`config.mk`:
```
export PLATFORM = sky130hd
export DESIGN_NAME = lru_thumbnail_tag_cache
export DESIGN_NICKNAME = d
export VERILOG_FILES = /design/src/hw/rtl/ltc_pkg.sv /design/src/hw/rtl/lru_thumbnail_tag_cache.sv
export SDC_FILE = /design/constraint.sdc
export NUM_CORES = 2
export LEC_CHECK = 0
export ABC_AREA = 1
export ABC_CLOCK_PERIOD_IN_PS = 14200
export BUFFER_PORTS_ARGS = -buffer_cell sky130_fd_sc_hd__buf_2
export CAP_MARGIN = 5
export CORE_MARGIN = 3
export CORE_UTILIZATION = 55
export CTS_CLUSTER_SIZE = 28
export DETAILED_ROUTE_END_ITERATION = 10
export GPL_ROUTABILITY_DRIVEN = 0
export PLACE_DENSITY = 0.77
export RECOVER_POWER = 50
export SYNTH_ARGS = -nofsm -noshare
export SYNTH_HDL_FRONTEND = slang
export SYNTH_SLANG_ARGS = --single-unit
```
`constraint.sdc`:
```
create_clock -name aclk -period 14.2 [get_ports aclk]
set_input_delay 1.42 -clock aclk [delete_from_list [all_inputs] [get_ports aclk]]
set_output_delay 1.42 -clock aclk [all_outputs]
set_load 0.05 [all_outputs]
```
`src/hw/rtl/ltc_pkg.sv`:
```
// ltc_pkg: beat payload types shared by the thumbnail tag cache
// no dependencies; used by lru_thumbnail_tag_cache

package ltc_pkg;

    // input beat payload
    typedef struct packed {
        logic [63:0] key;
        logic [9:0]  requested_size;
        logic [31:0] tick;
        logic        art_found;
    } in_t;

    // result beat payload
    typedef struct packed {
        logic       have_art;
        logic       hit;
        logic [3:0] slot;
        logic       flushed;
        logic       rejected;
    } out_t;

endpackage

```
`src/hw/rtl/lru_thumbnail_tag_cache.sv`:
```
// lru_thumbnail_tag_cache: fully associative LRU tag store with negative caching
// depends on ltc_pkg (beat payload types)

// Fully associative tag cache of ENTRIES slots; every request beat yields exactly
// one result beat. Keys, loaded flags and last-use ticks sit in one synchronous
// memory with one read and one write port, and the empty flag of each slot in a
// flip-flop vector, so a size change flushes the whole cache by clearing that
// vector. A valid request walks the memory one slot per cycle, finding a hit, the
// first empty slot and the oldest slot in the same pass, then writes the chosen
// slot back; the walk goes through the one memory read port. A request with a zero
// key or zero size is rejected with no change to the cache. One request is in
// flight at a time; a new one is taken while the previous result beat still waits
// at the output register.
module lru_thumbnail_tag_cache #(
    parameter int ENTRIES   = 16,
    parameter int MAX_SIZE  = 128,
    parameter int KEY_BITS  = 64,
    parameter int TICK_BITS = 32
) (
    input  logic          aclk,
    input  logic          aresetn,
    input  logic          s_valid,
    output logic          s_ready,
    input  ltc_pkg::in_t  s_data,
    output logic          m_valid,
    input  logic          m_ready,
    output ltc_pkg::out_t m_data
);

    localparam int IDX_W = (ENTRIES > 1) ? $clog2(ENTRIES) : 1;
    localparam int CNT_W = $clog2(ENTRIES + 1);
    localparam int LU_W  = (TICK_BITS < 32) ? TICK_BITS : 32;
    localparam int MEM_W = KEY_BITS + 1 + LU_W;

    localparam logic [1:0] S_IDLE  = 2'd0;
    localparam logic [1:0] S_SCAN  = 2'd1;
    localparam logic [1:0] S_WRITE = 2'd2;
    localparam logic [1:0] S_DONE  = 2'd3;

    logic [1:0]          state_reg;
    logic [CNT_W-1:0]    cnt_reg;
    logic [ENTRIES-1:0]  valid_reg;
    logic [9:0]          size_reg;

    // request held for the walk
    logic [KEY_BITS-1:0] key_reg;
    logic [LU_W-1:0]     tick_reg;
    logic                art_reg;

    // walk trackers
    logic                hit_found_reg, empty_found_reg, min_found_reg;
    logic [IDX_W-1:0]    hit_idx_reg, empty_idx_reg, min_idx_reg;
    logic [LU_W-1:0]     min_lu_reg;
    logic                hit_art_reg;

    // memory read pipeline
    logic                cmp_ok_reg;
    logic [IDX_W-1:0]    cmp_idx_reg;
    logic [MEM_W-1:0]    rd_data_reg;

    ltc_pkg::out_t       pend_reg;
    ltc_pkg::out_t       out_reg;
    logic                m_valid_reg;

    logic [MEM_W-1:0]    mem [ENTRIES];

    // request decode
    logic                s_beat, reject;
    logic [9:0]          size_c;
    logic [KEY_BITS-1:0] key_in;
    assign s_beat = s_valid && s_ready;
    assign key_in = s_data.key[KEY_BITS-1:0];
    assign reject = (key_in == '0) || (s_data.requested_size == 10'd0);
    assign size_c = (s_data.requested_size > 10'(MAX_SIZE)) ? 10'(MAX_SIZE)
                                                           : s_data.requested_size;

    // memory port control
    logic                rd_en, wr_en;
    logic [IDX_W-1:0]    rd_addr, wr_addr;
    logic [MEM_W-1:0]    wr_data;
    assign rd_en   = (state_reg == S_SCAN) && (cnt_reg < CNT_W'(ENTRIES));
    assign rd_addr = cnt_reg[IDX_W-1:0];
    assign wr_en   = (state_reg == S_WRITE);
    assign wr_addr = hit_found_reg ? hit_idx_reg
                   : (empty_found_reg ? empty_idx_reg : min_idx_reg);
    assign wr_data = {key_reg, (hit_found_reg ? hit_art_reg : art_reg), tick_reg};

    // tag store memory
    always_ff @(posedge aclk) begin
        if (wr_en) begin
            mem[wr_addr] <= wr_data;
        end
        if (rd_en) begin
            rd_data_reg <= mem[rd_addr];
        end
    end

    // fields of the entry under comparison
    logic [KEY_BITS-1:0] d_key;
    logic                d_art;
    logic [LU_W-1:0]     d_lu;
    logic                d_valid;
    assign d_key   = rd_data_reg[MEM_W-1 -: KEY_BITS];
    assign d_art   = rd_data_reg[LU_W];
    assign d_lu    = rd_data_reg[LU_W-1:0];
    assign d_valid = valid_reg[cmp_idx_reg];

    // output register, loaded when the result beat slot is free
    logic out_free, out_load;
    assign out_free = !m_valid_reg || m_ready;
    assign out_load = (state_reg == S_DONE) && out_free;

    assign s_ready = (state_reg == S_IDLE);
    assign m_valid = m_valid_reg;
    assign m_data  = out_reg;

    // control: state, counter, valid bits, size
    always_ff @(posedge aclk) begin
        if (!aresetn) begin
            state_reg   <= S_IDLE;
            cnt_reg     <= '0;
            valid_reg   <= '0;
            size_reg    <= '0;
            cmp_ok_reg  <= 1'b0;
            m_valid_reg <= 1'b0;
        end else begin
            cmp_ok_reg <= rd_en;
            if (out_load) begin
                m_valid_reg <= 1'b1;
            end else if (m_ready) begin
                m_valid_reg <= 1'b0;
            end
            unique case (state_reg)
                S_IDLE: begin
                    if (s_beat) begin
                        cnt_reg <= '0;
                        if (reject) begin
                            state_reg <= S_DONE;
                        end else begin
                            state_reg <= S_SCAN;
                            if (size_c != size_reg) begin
                                valid_reg <= '0;
                                size_reg  <= size_c;
                            end
                        end
                    end
                end
                S_SCAN: begin
                    cnt_reg <= cnt_reg + 1'b1;
                    if (cnt_reg == CNT_W'(ENTRIES)) begin
                        state_reg <= S_WRITE;
                    end
                end
                S_WRITE: begin
                    valid_reg[wr_addr] <= 1'b1;
                    state_reg          <= S_DONE;
                end
                S_DONE: begin
                    if (out_free) begin
                        state_reg <= S_IDLE;
                    end
                end
                default: begin
                    state_reg <= S_IDLE;
                end
            endcase
        end
    end

    // datapath: request capture, walk trackers, result
    always_ff @(posedge aclk) begin
        cmp_idx_reg <= rd_addr;
        if (s_beat) begin
            key_reg         <= key_in;
            tick_reg        <= s_data.tick[LU_W-1:0];
            art_reg         <= s_data.art_found;
            hit_found_reg   <= 1'b0;
            empty_found_reg <= 1'b0;
            min_found_reg   <= 1'b0;
            // have_art, hit, slot, flushed, rejected
            pend_reg        <= ltc_pkg::out_t'({1'b0, 1'b0, 4'd0,
                                                !reject && (size_c != size_reg), reject});
        end
        // compare the entry read in the previous cycle
        if ((state_reg == S_SCAN) && cmp_ok_reg) begin
            if (!d_valid && !empty_found_reg) begin
                empty_found_reg <= 1'b1;
                empty_idx_reg   <= cmp_idx_reg;
            end
            if (d_valid && !hit_found_reg && (d_key == key_reg)) begin
                hit_found_reg <= 1'b1;
                hit_idx_reg   <= cmp_idx_reg;
                hit_art_reg   <= d_art;
            end
            if (d_valid && (!min_found_reg || (d_lu < min_lu_reg))) begin
                min_found_reg <= 1'b1;
                min_lu_reg    <= d_lu;
                min_idx_reg   <= cmp_idx_reg;
            end
        end
        if (state_reg == S_WRITE) begin
            pend_reg <= ltc_pkg::out_t'({(hit_found_reg ? hit_art_reg : art_reg),
                                         hit_found_reg, 4'(wr_addr),
                                         pend_reg.flushed, pend_reg.rejected});
        end
        if (out_load) begin
            out_reg <= pend_reg;
        end
    end

    // a rejected request leaves the cache untouched
    a_reject_no_change: assert property (@(posedge aclk) disable iff (!aresetn)
        (s_beat && reject) |=> ($stable(valid_reg) && $stable(size_reg)))
        else $error("rejected request changed cache state");

    // a hit is only ever taken on an occupied slot
    a_hit_occupied: assert property (@(posedge aclk) disable iff (!aresetn)
        (state_reg == S_WRITE && hit_found_reg) |-> valid_reg[hit_idx_reg])
        else $error("hit on an empty slot");

    // at write-back with no empty slot, the oldest slot has been found
    a_victim_known: assert property (@(posedge aclk) disable iff (!aresetn)
        (state_reg == S_WRITE && !hit_found_reg && !empty_found_reg) |-> min_found_reg)
        else $error("no victim chosen");

    // a pending result beat is never overwritten
    a_out_hold: assert property (@(posedge aclk) disable iff (!aresetn)
        (m_valid && !m_ready) |=> (m_valid && $stable(m_data)))
        else $error("result beat dropped or changed");

endmodule
```
==> metrics.txt <==
synth top area cells edfxtp_1, o21ai_0, nor2_1; first-pass GRT wire length 264 mm; synthesis-to-finish area growth 10.7%; max incr delay on CP roughly 3 ns; status finished with violations; Core Footprint 0.128 mm²; Setup violations, final 0; CP required 14.60 ns; wire length per cell 24.8 µm; CTS Buffer Depth 3; # DRC 0; Die W 366 µm; Rows 131; Worst Path Arrival about 7 ns; Clock Sinks around 1800; detailed-route via count ~45000; overall die area 0.134 mm²; Final Critical Period just under 7 ns; post-synthesis sequential area ratio 77.3%; Max-slew headroom -193%; CTS tree built; # IOs about 120; Max Fclk 0.148 GHz; post-synthesis net count about 5300; Final nets approximately 5400; Final Max Tran Viols about 280; CP dominant cell by count inv_1; max reg flops 1552; Main synth FF type edfxtp_1; Die Height ~370 µm; starting density of the core 55.6%; layout cells sized above 1 7.38%; Cell Int Power a little under 0.01 W; slew at the pin closest to its max-slew limit 4.40 ns; synth warn 0; largest net degree at the start of global routing 255; initial antenna violation count 4; Worst-Skew Late Latency slightly below 0.8 ns; power density cells 173 mW/mm²; CP Capture Type flip-flop; WL final 176 mm; Via density 6.27; P_sw between 0.003 and 0.004 W; combinational cell fraction of total power 15.2%; synthesized area 0.0713 mm²; flop and latch count out of synthesis approximately 1800; clock power share 33.1%; H-tree depth 4; DRT antenna net count 0; asr flop ratio synth 0%; Reg clk slew, reported paths 0.06 ns; Post-synth EDFFs between 1500 and 2000; DP Worst Slack 10.10 ns; share of power burned in registers 51.7%; critical-path cell list inv_1, ha_1, inv_1, nor2_1, clkbuf_1, buf_4; Setup WS post-layout 7.43 ns; Yosys top cell area share 76.1%; Tcrit/Tclk final 47.7%; Sw Share roughly 28%; Setup TNS 0 ns; WP buf/inv 4; final hold vios 0; Inserted Clock Buffers around 180; Overflow after GRT 0; drt pass-1 iters 6; Crit Path Class reg2reg; n_diodes 0; library cells used by synthesis 39; Post-CTS Setup Inserts 0; IO buf count 120; Max VDD drop 0.000132 V; clk_skew around 0.022 ns; Synth area leader edfxtp_1; startpoint types flip-flop; # Max-Cap Violations 6; HP Class reg2reg; unrepaired setup endpoints after global routing false; vias in the first global route 43500; CP top delay family buffers and inverters; Avg Cell Area, Syn roughly 14 µm²; dpl hpwl 87.8 mm; cell at the slowest stage of the critical path clkbuf_1; Cells after Synth 5191; GRT Total Usage about a quarter; Root Buffer clkbuf_16; Iteration-0 DRC Markers 5880; Static Leak 25.6 nW; cts repair resizes 0; failing checks capacitance limit, slew limit; critical path peak fanout 46; # hold bufs at CTS 0
==> path summary, 6_finish.rpt <==
| check | startpoint | endpoint | slack [ns] | cells past startpoint |
|---|---|---|---|---|
| hold / removal | rd_data_reg[32] | hit_art_reg | 0.41 | 0 |
| setup reg to reg | state_reg[1] | rd_data_reg[88] | 7.43 | 6 |
| hold reg to reg | rd_data_reg[32] | hit_art_reg | 0.41 | 0 |
| setup / recovery | state_reg[1] | rd_data_reg[88] | 7.43 | 6 |
==> logic make-up (layout without fill, tap and decap cells) <==
kind of cell | Yosys count | after routing | synth area share, %
buffers and inverters | 453 | 643 | 2.43
adders and majority gates | 37 | 37 | 0.649
xor gates and xnor gates | 25 | 25 | 0.307
and+or+nand+nor | 1507 | 1507 | 8.55
AOI/OAI and AO/OA | 1316 | 1316 | 10.7
muxes | 4 | 4 | 0.0561
DFF | 1849 | 1849 | 77.3
==> synth_stat cells, types with 15 or more instances <==
master and number:
inv_1 125, nand4_1 31, nand2_1 340, a21oi_1 37, nor3_1 24, xor2_1 15
o22ai_1 239, o211ai_1 49, nand3_1 179, o221ai_1 157, clkbuf_1 289, o21ai_0 816
edfxtp_1 1807, dfxtp_1 42, nor2_1 900, ha_1 37, buf_1 22
==> power by group through the flow <==
stage | Combinational, W | Clock, W | Sequential [W]
after CTS | 0.00205 | 0.00458 | 0.00704
after floorplan | 0.00142 | 0 | 0.00703
after global routing | 0.00228 | 0.00480 | 0.00710
final | 0.00208 | 0.00452 | 0.00705
after detailed placement | 0.00204 | 0 | 0.00715
after global placement | 0.00198 | 0 | 0.00713
==> metrics by stage <==
stage	utilization (%)	instances	power [W]	cell area, µm²	hold WS (ns)
after floorplan	-	5191	0.00845	71300	0.354
after global placement	57.4	6788	0.00910	73600	0.402
after detailed placement	57.4	6788	0.00918	73600	0.405
after CTS	61.7	7110	0.0137	79100	0.405
after global routing	61.6	7110	0.0142	79000	0.423
final	61.6	7110	0.0137	79000	0.413
==> layer usage <==
metal	part of all wire (%)	vias up	global-route usage, %
met5	0.026	-	0
met4	3.2	6	9.07
met3	11	455	5.61
met2	47	2770	40.9
met1	38	21800	35.6
li1	-	19500	-
==> final cells by class <==
class,count,area [µm²]
timing repair buffer,192,1090
tap,1729,2160
fill,9260,49200
clock buffer,235,4730
clock inverter,87,783
multi-input combinational,2889,14600
sequential,1849,55100
inverter,129,509
==> cell usage in the layout, fill, tap and decap left out, drive strengths merged, types with 2 or more instances in the layout <==
master,count
nand2,343
o221ai,157
clkbuf,304
buf,123
o211ai,49
a22o,2
mux2i,4
xor2,15
nand3b,2
o21ai,816
nor3b,2
o2111ai,4
nor4,6
o21a,2
or2,12
nor2,905
a21oi,37
clkinvlp,2
ha,37
nand3,181
xnor2,10
nor3,24
edfxtp,1807
clkinv,66
a221oi,3
o22ai,239
inv,136
nand4,31
dfxtp,42
a211oi,5
bufinv,12
No activity file was read; power rests on OpenSTA's default activity.
